==> config.mk <==
export PLATFORM = sky130hd
export DESIGN_NAME = variable_partition_allocator
export DESIGN_NICKNAME = d
export VERILOG_FILES = /design/src/vpa_pkg.sv /design/src/variable_partition_allocator.sv /design/src/vpa_ctrl.sv /design/src/vpa_dp.sv
export SDC_FILE = /design/constraint.sdc
export NUM_CORES = 2
export LEC_CHECK = 0
export ABC_CLOCK_PERIOD_IN_PS = 10250
export BUFFER_PORTS_ARGS = -buffer_cell sky130_fd_sc_hd__buf_2
export CORE_UTILIZATION = 45
export DETAILED_ROUTE_END_ITERATION = 8
export PLACE_DENSITY = 0.6
export SYNTH_ARGS = -nofsm -noshare
export SYNTH_HDL_FRONTEND = slang
export SYNTH_SLANG_ARGS = --single-unit
export TNS_END_PERCENT = 1
==> constraint.sdc <==
create_clock -name clk -period 10.25 [get_ports clk]
set_input_delay 1.5375 -clock clk [delete_from_list [all_inputs] [get_ports clk]]
set_output_delay 1.5375 -clock clk [all_outputs]
set_load 0.02 [all_outputs]
==> src/vpa_pkg.sv <==
// Shared types and codes for the variable partition allocator.
package vpa_pkg;
  localparam logic [2:0] ST_OK       = 3'd0;
  localparam logic [2:0] ST_NO_FIT   = 3'd1;
  localparam logic [2:0] ST_UNKNOWN  = 3'd2;
  localparam logic [2:0] ST_FULL     = 3'd3;
  localparam logic [2:0] ST_ZERO     = 3'd4;

  localparam logic [1:0] POL_FIRST = 2'd0;
  localparam logic [1:0] POL_BEST  = 2'd1;
  localparam logic [1:0] POL_WORST = 2'd2;

  localparam logic CFG_MEM_SIZE = 1'b0;
  localparam logic CFG_POLICY   = 1'b1;

  localparam logic [15:0] DEFAULT_MEM = 16'd1024;

  // Width of block addresses kept in the tables.
  localparam int ADDR_WIDTH = 16;

  // Controller to datapath commands.
  typedef struct packed {
    logic load;       // capture a request
    logic scan_g;     // step through grant records
    logic scan_f;     // step through free entries
    logic clr_idx;    // restart the scan index
    logic commit;     // apply the update and build the result
  } cmd_t;

  // Datapath to controller status.
  typedef struct packed {
    logic g_last;
    logic f_last;
  } sts_t;
endpackage

==> src/variable_partition_allocator.sv <==
// Top level of the variable partition allocator.
// Requests are handled one at a time, each by a sequential walk over the grant
// records and then the free entries; in_tready is high only in the idle state.
// Reset (synchronous, rst_n low): one free block [0, 1024), no grants, id counter at 1.
// A new request is taken while the previous result still waits in the output register.
module variable_partition_allocator #(
  parameter int GRANT_DEPTH = 16,
  parameter int FREE_DEPTH  = 17
) (
  input  logic        clk,
  input  logic        rst_n,
  input  logic        in_tvalid,
  output logic        in_tready,
  input  logic [31:0] in_tdata,    // req_size[15:0], release_id[31:16]
  input  logic        in_tuser,    // func
  output logic        out_tvalid,
  input  logic        out_tready,
  output logic [55:0] out_tdata,   // status[2:0], granted_id[18:3], block_address[34:19],
                                   // block_size[50:35], zero pad
  input  logic        cfg_we,
  input  logic        cfg_index,
  input  logic [15:0] cfg_data
);
  import vpa_pkg::*;

  cmd_t cmd;
  sts_t sts;
  logic idle;
  logic in_fire;
  logic [2:0] st;
  logic [15:0] rid, radr, rlen;
  logic out_v_r;

  // The controller accepts a request only in its idle state; the result register
  // frees the datapath as soon as the result is committed, before it is handed over.
  assign in_tready = idle;
  assign in_fire = in_tvalid && in_tready;

  vpa_ctrl u_ctrl (
    .clk(clk), .rst_n(rst_n), .in_fire(in_fire),
    .out_busy(out_v_r && !out_tready), .sts(sts), .cmd(cmd), .idle(idle)
  );

  vpa_dp #(.GRANT_DEPTH(GRANT_DEPTH), .FREE_DEPTH(FREE_DEPTH))
  u_dp (
    .clk(clk), .rst_n(rst_n), .cmd(cmd), .sts(sts),
    .in_func(in_tuser), .in_size(in_tdata[15:0]), .in_id(in_tdata[31:16]),
    .cfg_we(cfg_we), .cfg_idx(cfg_index), .cfg_data(cfg_data),
    .res_status(st), .res_id(rid), .res_addr(radr), .res_len(rlen)
  );

  // The result becomes visible the cycle after commit and holds until taken.
  always_ff @(posedge clk) begin
    if (!rst_n) out_v_r <= 1'b0;
    else if (cmd.commit) out_v_r <= 1'b1;
    else if (out_tready) out_v_r <= 1'b0;
  end

  assign out_tvalid = out_v_r;
  assign out_tdata = {5'd0, rlen, radr, rid, st};
endmodule

==> src/vpa_ctrl.sv <==
// Sequencer that walks the grant records and free entries for one request.
module vpa_ctrl (
  input  logic          clk,
  input  logic          rst_n,
  input  logic          in_fire,
  input  logic          out_busy,
  input  vpa_pkg::sts_t sts,
  output vpa_pkg::cmd_t cmd,
  output logic          idle
);
  import vpa_pkg::*;
  localparam logic [2:0] S_IDLE = 3'd0;
  localparam logic [2:0] S_GSCN = 3'd1;
  localparam logic [2:0] S_FSCN = 3'd2;
  localparam logic [2:0] S_DONE = 3'd3;

  logic [2:0] state_r, state_nxt;

  always_comb begin
    state_nxt = state_r;
    cmd = '0;
    idle = (state_r == S_IDLE);
    case (state_r)
      S_IDLE: begin
        if (in_fire) begin
          cmd.load = 1'b1;
          cmd.clr_idx = 1'b1;
          state_nxt = S_GSCN;
        end
      end
      S_GSCN: begin
        cmd.scan_g = 1'b1;
        if (sts.g_last) begin
          cmd.clr_idx = 1'b1;
          state_nxt = S_FSCN;
        end
      end
      S_FSCN: begin
        cmd.scan_f = 1'b1;
        if (sts.f_last) state_nxt = S_DONE;
      end
      S_DONE: begin
        if (!out_busy) begin
          cmd.commit = 1'b1;
          state_nxt = S_IDLE;
        end
      end
      default: state_nxt = S_IDLE;
    endcase
  end

  always_ff @(posedge clk) begin
    if (!rst_n) state_r <= S_IDLE;
    else state_r <= state_nxt;
  end
endmodule

==> src/vpa_dp.sv <==
// Tables, scan registers and update logic of the allocator.
module vpa_dp #(
  parameter int GRANT_DEPTH = 16,
  parameter int FREE_DEPTH  = 17
) (
  input  logic          clk,
  input  logic          rst_n,
  input  vpa_pkg::cmd_t cmd,
  output vpa_pkg::sts_t sts,
  input  logic          in_func,
  input  logic [15:0]   in_size,
  input  logic [15:0]   in_id,
  input  logic          cfg_we,
  input  logic          cfg_idx,
  input  logic [15:0]   cfg_data,
  output logic [2:0]    res_status,
  output logic [15:0]   res_id,
  output logic [15:0]   res_addr,
  output logic [15:0]   res_len
);
  import vpa_pkg::*;
  localparam int GW = (GRANT_DEPTH > 1) ? $clog2(GRANT_DEPTH) : 1;
  localparam int FW = $clog2(FREE_DEPTH);
  localparam int IW = ((GW > FW) ? GW : FW) + 1;

  logic [ADDR_WIDTH-1:0] fs_r [FREE_DEPTH];
  logic [15:0]           fl_r [FREE_DEPTH];
  logic [FREE_DEPTH-1:0] fv_r;
  logic [15:0]           go_r [GRANT_DEPTH];
  logic [ADDR_WIDTH-1:0] gs_r [GRANT_DEPTH];
  logic [15:0]           gl_r [GRANT_DEPTH];
  logic [GRANT_DEPTH-1:0] gv_r;
  logic [15:0] nid_r;
  logic        lock_r;
  logic [1:0]  pol_r;

  logic        func_r;
  logic [15:0] size_r, id_r;
  logic [IW-1:0] idx_r;
  logic        slot_ok_r, rec_ok_r, best_ok_r, prev_ok_r, next_ok_r, emp_ok_r;
  logic [GW-1:0] slot_r, rec_r;
  logic [FW-1:0] best_r, prev_r, next_r, emp_r;
  logic [ADDR_WIDTH-1:0] bst_r, rst_st_r, rend_r;
  logic [15:0] bln_r, rln_r;
  logic [2:0]  status_nxt;

  logic [GW-1:0] gi;
  logic [FW-1:0] fi;
  assign gi = idx_r[GW-1:0];
  assign fi = idx_r[FW-1:0];
  assign sts.g_last = (idx_r == IW'(GRANT_DEPTH - 1));
  assign sts.f_last = (idx_r == IW'(FREE_DEPTH - 1));

  logic take;
  always_comb begin
    take = 1'b0;
    if (fv_r[fi] && fl_r[fi] >= size_r) begin
      if (!best_ok_r) take = 1'b1;
      else if (pol_r == POL_BEST)
        take = fl_r[fi] < bln_r || (fl_r[fi] == bln_r && fs_r[fi] < bst_r);
      else if (pol_r == POL_WORST)
        take = fl_r[fi] > bln_r || (fl_r[fi] == bln_r && fs_r[fi] < bst_r);
      else take = fs_r[fi] < bst_r;
    end
  end

  logic [ADDR_WIDTH-1:0] fend;
  assign fend = fs_r[fi] + ADDR_WIDTH'(fl_r[fi]);

  // Outcome of the request once both scans are complete.
  always_comb begin
    status_nxt = ST_OK;
    if (!func_r) begin
      if (size_r == 16'd0) status_nxt = ST_ZERO;
      else if (!slot_ok_r) status_nxt = ST_FULL;
      else if (!best_ok_r) status_nxt = ST_NO_FIT;
    end else begin
      if (!rec_ok_r) status_nxt = ST_UNKNOWN;
      else if (!prev_ok_r && !next_ok_r && !emp_ok_r) status_nxt = ST_FULL;
    end
  end

  // scan
  always_ff @(posedge clk) begin
    if (cmd.clr_idx) idx_r <= '0;
    else if (cmd.scan_g || cmd.scan_f) idx_r <= idx_r + IW'(1);
    if (cmd.load) begin
      func_r <= in_func; size_r <= in_size; id_r <= in_id;
      slot_ok_r <= 1'b0; rec_ok_r <= 1'b0; best_ok_r <= 1'b0;
      prev_ok_r <= 1'b0; next_ok_r <= 1'b0; emp_ok_r <= 1'b0;
    end
    if (cmd.scan_g) begin
      if (!gv_r[gi] && !slot_ok_r) begin slot_ok_r <= 1'b1; slot_r <= gi; end
      if (gv_r[gi] && go_r[gi] == id_r && !rec_ok_r) begin
        rec_ok_r <= 1'b1; rec_r <= gi;
        rst_st_r <= gs_r[gi]; rln_r <= gl_r[gi];
        rend_r <= gs_r[gi] + ADDR_WIDTH'(gl_r[gi]);
      end
    end
    if (cmd.scan_f) begin
      if (take) begin
        best_ok_r <= 1'b1; best_r <= fi; bst_r <= fs_r[fi]; bln_r <= fl_r[fi];
      end
      if (!fv_r[fi]) begin
        if (!emp_ok_r) begin emp_ok_r <= 1'b1; emp_r <= fi; end
      end else if (fend == rst_st_r && !prev_ok_r) begin
        prev_ok_r <= 1'b1; prev_r <= fi;
      end else if (fs_r[fi] == rend_r && !next_ok_r) begin
        next_ok_r <= 1'b1; next_r <= fi;
      end
    end
  end

  // tables and result
  always_ff @(posedge clk) begin
    if (!rst_n) begin
      fv_r <= FREE_DEPTH'(1);
      fs_r[0] <= '0; fl_r[0] <= DEFAULT_MEM;
      gv_r <= '0; nid_r <= 16'd1; lock_r <= 1'b0; pol_r <= POL_FIRST;
    end else begin
      if (cfg_we) begin
        if (cfg_idx == CFG_POLICY) pol_r <= cfg_data[1:0];
        else if (!lock_r) begin
          fv_r <= {{(FREE_DEPTH-1){1'b0}}, (cfg_data != 16'd0)};
          fs_r[0] <= '0; fl_r[0] <= cfg_data;
        end
      end
      if (cmd.commit) begin
        res_status <= status_nxt;
        if (status_nxt != ST_OK) begin
          res_id <= 16'd0; res_addr <= 16'd0; res_len <= 16'd0;
        end else if (!func_r) begin
          fs_r[best_r] <= bst_r + ADDR_WIDTH'(size_r);
          fl_r[best_r] <= bln_r - size_r;
          if (bln_r == size_r) fv_r[best_r] <= 1'b0;
          go_r[slot_r] <= nid_r; gs_r[slot_r] <= bst_r; gl_r[slot_r] <= size_r;
          gv_r[slot_r] <= 1'b1; lock_r <= 1'b1;
          res_id <= nid_r; res_addr <= 16'(bst_r); res_len <= size_r;
          nid_r <= (nid_r == 16'hFFFF) ? 16'd1 : nid_r + 16'd1;
        end else begin
          if (prev_ok_r && next_ok_r) begin
            fl_r[prev_r] <= fl_r[prev_r] + rln_r + fl_r[next_r];
            fv_r[next_r] <= 1'b0;
          end else if (prev_ok_r) fl_r[prev_r] <= fl_r[prev_r] + rln_r;
          else if (next_ok_r) begin
            fs_r[next_r] <= rst_st_r; fl_r[next_r] <= fl_r[next_r] + rln_r;
          end else begin
            fs_r[emp_r] <= rst_st_r; fl_r[emp_r] <= rln_r; fv_r[emp_r] <= 1'b1;
          end
          gv_r[rec_r] <= 1'b0;
          res_id <= id_r; res_addr <= 16'(rst_st_r); res_len <= rln_r;
        end
      end
    end
  end
endmodule

Word level (Yosys, flattened, before mapping). Memory sizes are Yosys's and may differ from the RTL's. A register that Yosys moved wholly into a read port is not among the register bits. Index checks and enable logic that the tools add are counted.

Logic and storage cells: 290. Output and inout port bits: 58. Memory bits (writable): 1312. Memories kept: 5. Bits of input ports: 55. Register bits after elaboration: 260.

Memory list: u_dp.fl_r (words 17, width 16, read ports 3, clocked after Yosys merged registers in 3, wr ports 2, line vpa_dp.sv:27) `logic [15:0] fl_r [FREE_DEPTH];`; u_dp.fs_r (words 17, width 16, read ports 1, clocked after Yosys merged registers in 1, wr ports 2, line vpa_dp.sv:26) `logic [ADDR_WIDTH-1:0] fs_r [FREE_DEPTH];`; u_dp.gl_r (words 16, width 16, read ports 1, clocked after Yosys merged registers in 1, wr ports 1, line vpa_dp.sv:31) `logic [15:0] gl_r [GRANT_DEPTH];`; u_dp.go_r (words 16, width 16, read ports 1, clocked after Yosys merged registers in 1, wr ports 1, line vpa_dp.sv:29) `logic [15:0] go_r [GRANT_DEPTH];`; u_dp.gs_r (words 16, width 16, read ports 1, clocked after Yosys merged registers in 1, wr ports 1, line vpa_dp.sv:30) `logic [ADDR_WIDTH-1:0] gs_r [GRANT_DEPTH];`.

Reductions and logical operators: 48. Mux-type cells: 147. Bitwise logic cells: 16. Order comparisons: 16. Add/sub/neg operators: 9. Equality and inequality tests: 17.

Operators with widths (count): $mux W16 (13); $mux W17 (11); $add A16 B16 Y16 (6); $mux W1 (88); $eq A16 B16 Y1 (5); $reduce_or A16 Y1 (5); $mux W5 (11); $and A17 B17 Y17 (2); $not A17 Y17 (2); $lt A16 B16 Y1 (2); $lt A5 B6 Y1 const B (4); $mux W3 (8); $mux W4 (6); $logic_and A1 B1 Y1 (17); $or A17 B17 Y17 (1); $add A16 B1 Y16 const B (1); $and A16 B16 Y16 (1); $eq A16 B16 Y1 const B (1); $ge A16 B16 Y1 (1); $gt A16 B16 Y1 (1); $logic_not A16 Y1 (1); $not A16 Y16 (1); $or A16 B16 Y16 (1); $reduce_bool A16 Y1 (1); 30 further kinds (63).

Logic depth before layout (Yosys ltp).
Word-level depth: 16. Gate-level depth with buffers: 25. Gate-level depth less buffers: 22.

Modules after synthesis. A second synthesis with hierarchy kept.

Cells, all modules: 4113. Area total of the unflattened synthesis: 72398.2 um2.

By module, submodules not included: vpa_dp (cells an instance 4079, instances 1, sequential area each 46744.8 um2, area each 72069.1 um2); vpa_ctrl (cells an instance 24, instances 1, sequential area each 40.0 um2, area each 240.2 um2); variable_partition_allocator (cells an instance 10, instances 1, sequential area each 20.0 um2, area each 88.8 um2).

Worst setup path before layout. OpenSTA, ideal clock, no wires.

Kind: register to register. Start: register (tool-made name). End: register u_dp.best_r[0], enable pin. Setup slack: 1.331 ns. Buffers on the path: 7. Cell stages (with the launch flop): 22. Library setup time: 0.524 ns. Arrival time: 8.395 ns. Cells stage by stage: dfxtp_1 buf_2 buf_4 buf_2 buf_2 buf_2 clkbuf_1 buf_2 mux4_2 mux4_2 nand2_1 nand2_1 ha_1 a21o_1 a21o_1 a21oi_1 o21ai_0 o32ai_1 nor2b_1 o32ai_1 nor3b_1 nor4_1.

RTL lines: end signal, assigned (line vpa_dp.sv:102) `best_ok_r <= 1'b1; best_r <= fi; bst_r <= fs_r[fi]; bln_r <= fl_r[fi];`; end, declared (line vpa_dp.sv:42) `logic [FW-1:0] best_r, prev_r, next_r, emp_r;`.

==> impl_metrics.env <==
export IMPL_status="finished, final reports clean"
export IMPL_fin_util=0.510
export IMPL_wl_per_cell_um=31.6
export IMPL_synth_edf_count=1504
export IMPL_cap_violations=0
export IMPL_worst_setup_path_type="reg -> reg"
export IMPL_ys_types=88
export IMPL_slew_limit_headroom=0.200
export IMPL_die_w_um=405
export IMPL_synth_compound_area_share=0.0506
export IMPL_holdPathStages=2
export IMPL_antenna_found_initial=6
export IMPL_cts_setup_buffers=0
export IMPL_async_flop_share=0
export IMPL_synth_xor_area_frac=0.0161
export IMPL_clock_sinks=1586
export IMPL_reg2reg_to="u_dp.fl_r[4][12]"
export IMPL_grt_pass1_wl_mm=306
export IMPL_core_rowCount=147
export IMPL_cts_made_buffers=168
export IMPL_rsz0062_at_grt="no"
export IMPL_clk_latency_ps=820
export IMPL_hold_viol=0
export IMPL_grt_use_met3=0.0454
export IMPL_dr_pass1_iters=5
export IMPL_power_density_mw_per_mm2=220
export IMPL_fin_setup_tns_ps=0
export IMPL_max_clock_freq_mhz=137
export IMPL_synth_ff_type="edfxtp_1"
export IMPL_cp_end_kind="register"
export IMPL_grtUsageTotal=0.263
export IMPL_via_per_inst=6.30
export IMPL_nets=4724
export IMPL_synthSimpleGateAreaFrac=0.0560
export IMPL_drt_total_wl_mm=215
export IMPL_die_h_um=405
export IMPL_hold_class="reg -> reg"
export IMPL_cts_resized=0
export IMPL_cp_start_kind="register"
export IMPL_synth_area_mm2=0.0731
export IMPL_synth_top_family_by_area="multiplexers"
export IMPL_path_clk_slew_ps=60
export IMPL_drt_iter0_markers=4662
export IMPL_synth_top_area_frac=0.618
export IMPL_cp_data_required_time_ps=10710
export IMPL_worst_pin_slew_ps=1200
export IMPL_port_buffer_count=107
export IMPL_met1_usage=0.369
export IMPL_core_area_mm2=0.161
export IMPL_cp_arrival_ps=7750
export IMPL_synthTopCellsByArea="edfxtp_1, mux4_2, ha_1, dfxtp_1, nor2_1"
export IMPL_reg2reg_depth=20
export IMPL_period_minus_slack_ps=7290
export IMPL_hpwl_mm=134
export IMPL_grt_overflow=0
export IMPL_post_route_period_util=0.712
export IMPL_mostFrequentLayoutCell="edfxtp_1"
export IMPL_r2r_slack_ps=2960
export IMPL_syn_instance_count=4309
export IMPL_fp_dieArea_mm2=0.164
export IMPL_power_mw=18.0
export IMPL_root_buffer="clkbuf_16"
export IMPL_ios=113
export IMPL_drc=0
export IMPL_yosysTopAreaCell="edfxtp_1"
export IMPL_grt_busiest_layer="met2"
export IMPL_grt_use_met2=0.420
export IMPL_synthAdderAreaFrac=0.0297
export IMPL_ir_drop_mv=0.171
export IMPL_synth_seq_cells=1586
export IMPL_hold_buffers=0
export IMPL_leakage_nw=27.5
export IMPL_synth_warnings=0
export IMPL_grt_pass1_vias=42100
export IMPL_holdPathEnd="u_dp.fv_r[16]"
export IMPL_ant_nets=0
export IMPL_cts_tree="built"
export IMPL_start_util=0.454
export IMPL_layout_drive_gt1_share=0.247
export IMPL_hp_start="u_dp.fv_r[16]"
export IMPL_vias=42800
export IMPL_area_delta_synth_final_pct=12.4
export IMPL_place_congestion=0.946
export IMPL_synth_mux_area_frac=0.189
export IMPL_crit_path_max_fanout=28
export IMPL_maxSlewViolCount=0
export IMPL_clock_path_buffers=3
export IMPL_final_cell_mix="edfxtp_1, mux4_2, nor2_1"
export IMPL_fin_worst_skew_ps=44.5
export IMPL_grt_max_degree=97
export IMPL_synth_seq_area_share=0.640
export IMPL_htreeDepth=4
export IMPL_avgSynthCellArea_um2=17.0
export IMPL_setup_viol=0
-- sequential cells by signal (all words and copies together) (netlist names), 17 cells and up, named ones only --
signal,flops
u_dp.fs_r,272
u_dp.gs_r,256
u_dp.go_r,256
u_dp.fl_r,272
u_dp.gl_r,256
u_dp.fv_r,17
-- cell type report --
cell class                 count  area (um^2)
tap                         2160         2700
sequential                  1586        46800
fill                       13100        78800
clock buffer                 212         4460
clock inverter                91          921
inverter                     112          425
antenna                        3         7.51
multi-input combinational   2406        25300
timing repair buffer         226         1480
-- metrics by stage --
stage | setup WS, ps | hold slack, ps | cells | area (um^2)
5_1_grt | 2470 | 493 | 6793 | 82100
2_1_floorplan | 1330 | 430 | 4313 | 73100
3_3_place_gp | 3110 | 449 | 6490 | 76700
3_5_place_dp | 2960 | 453 | 6490 | 76700
4_1_cts | 2970 | 461 | 6793 | 82100
6_report | 2960 | 462 | 6796 | 82100
-- cells by family (layout without fill, tap and decap cells) --
kind of cell,after synthesis,in the layout
flops,1586,1586
simple gates,846,846
buf+inv,321,641
compound gates,552,552
other cells,1,8
mux,700,700
fa+ha+maj,169,169
xor+xnor,134,134
-- report_power, final --
part           switching [mW]  leakage, nW  internal, mW
Clock                    2.60         2.59          3.36
Sequential              0.138         14.8          7.55
Combinational            2.59         10.1          1.81
-- Yosys cell counts (56+ instances only) --
master	count
a21o_1	56
nand3_1	64
mux2i_1	98
clkbuf_1	96
nand2_1	212
mux2_2	60
dfxtp_1	82
mux4_2	537
edfxtp_1	1504
o21ai_0	97
a21oi_1	128
nor2_1	264
xnor2_1	82
ha_1	162
inv_1	110
-- worst max path at each step --
stage,from,to,slack [ps]
6_report,register,u_dp.fl_r[4][12],2960
5_1_grt,register,u_dp.fl_r[4][15],2470
4_1_cts,register,u_dp.fl_r[4][12],2970
3_5_place_dp,register,u_dp.fl_r[4][12],2960
3_3_place_gp,register,u_dp.fl_r[14][15],3110
2_1_floorplan,register,u_dp.best_r[0],1330
-- worst max-delay path, cell delays in order, from the launching register on --
cell and delay, ps:
dfxtp_2 930, buf_4 470, mux4_2 360, mux4_2 490, mux2_2 340, fa_1 420, a21o_1 180, a21oi_1 260
o21bai_1 120, a211oi_1 520, o21bai_1 180, xor2_1 180, ha_1 400, nor2b_1 170, a41oi_1 210, o211ai_1 140
a21oi_1 190, xnor2_1 140, mux2_2 170, nand2_1 70, a31oi_1 980
-- routing by layer --
metal / wire [um] / vias up / part of all wire
met2: 102000 / 2063 / 0.48
met3: 17700 / 313 / 0.082
met4: 6170 / 0 / 0.029
met5: 0 / - / 0
li1: - / 17900 / -
met1: 88600 / 22500 / 0.41
Note: power is estimated with default switching activity, not from simulation.
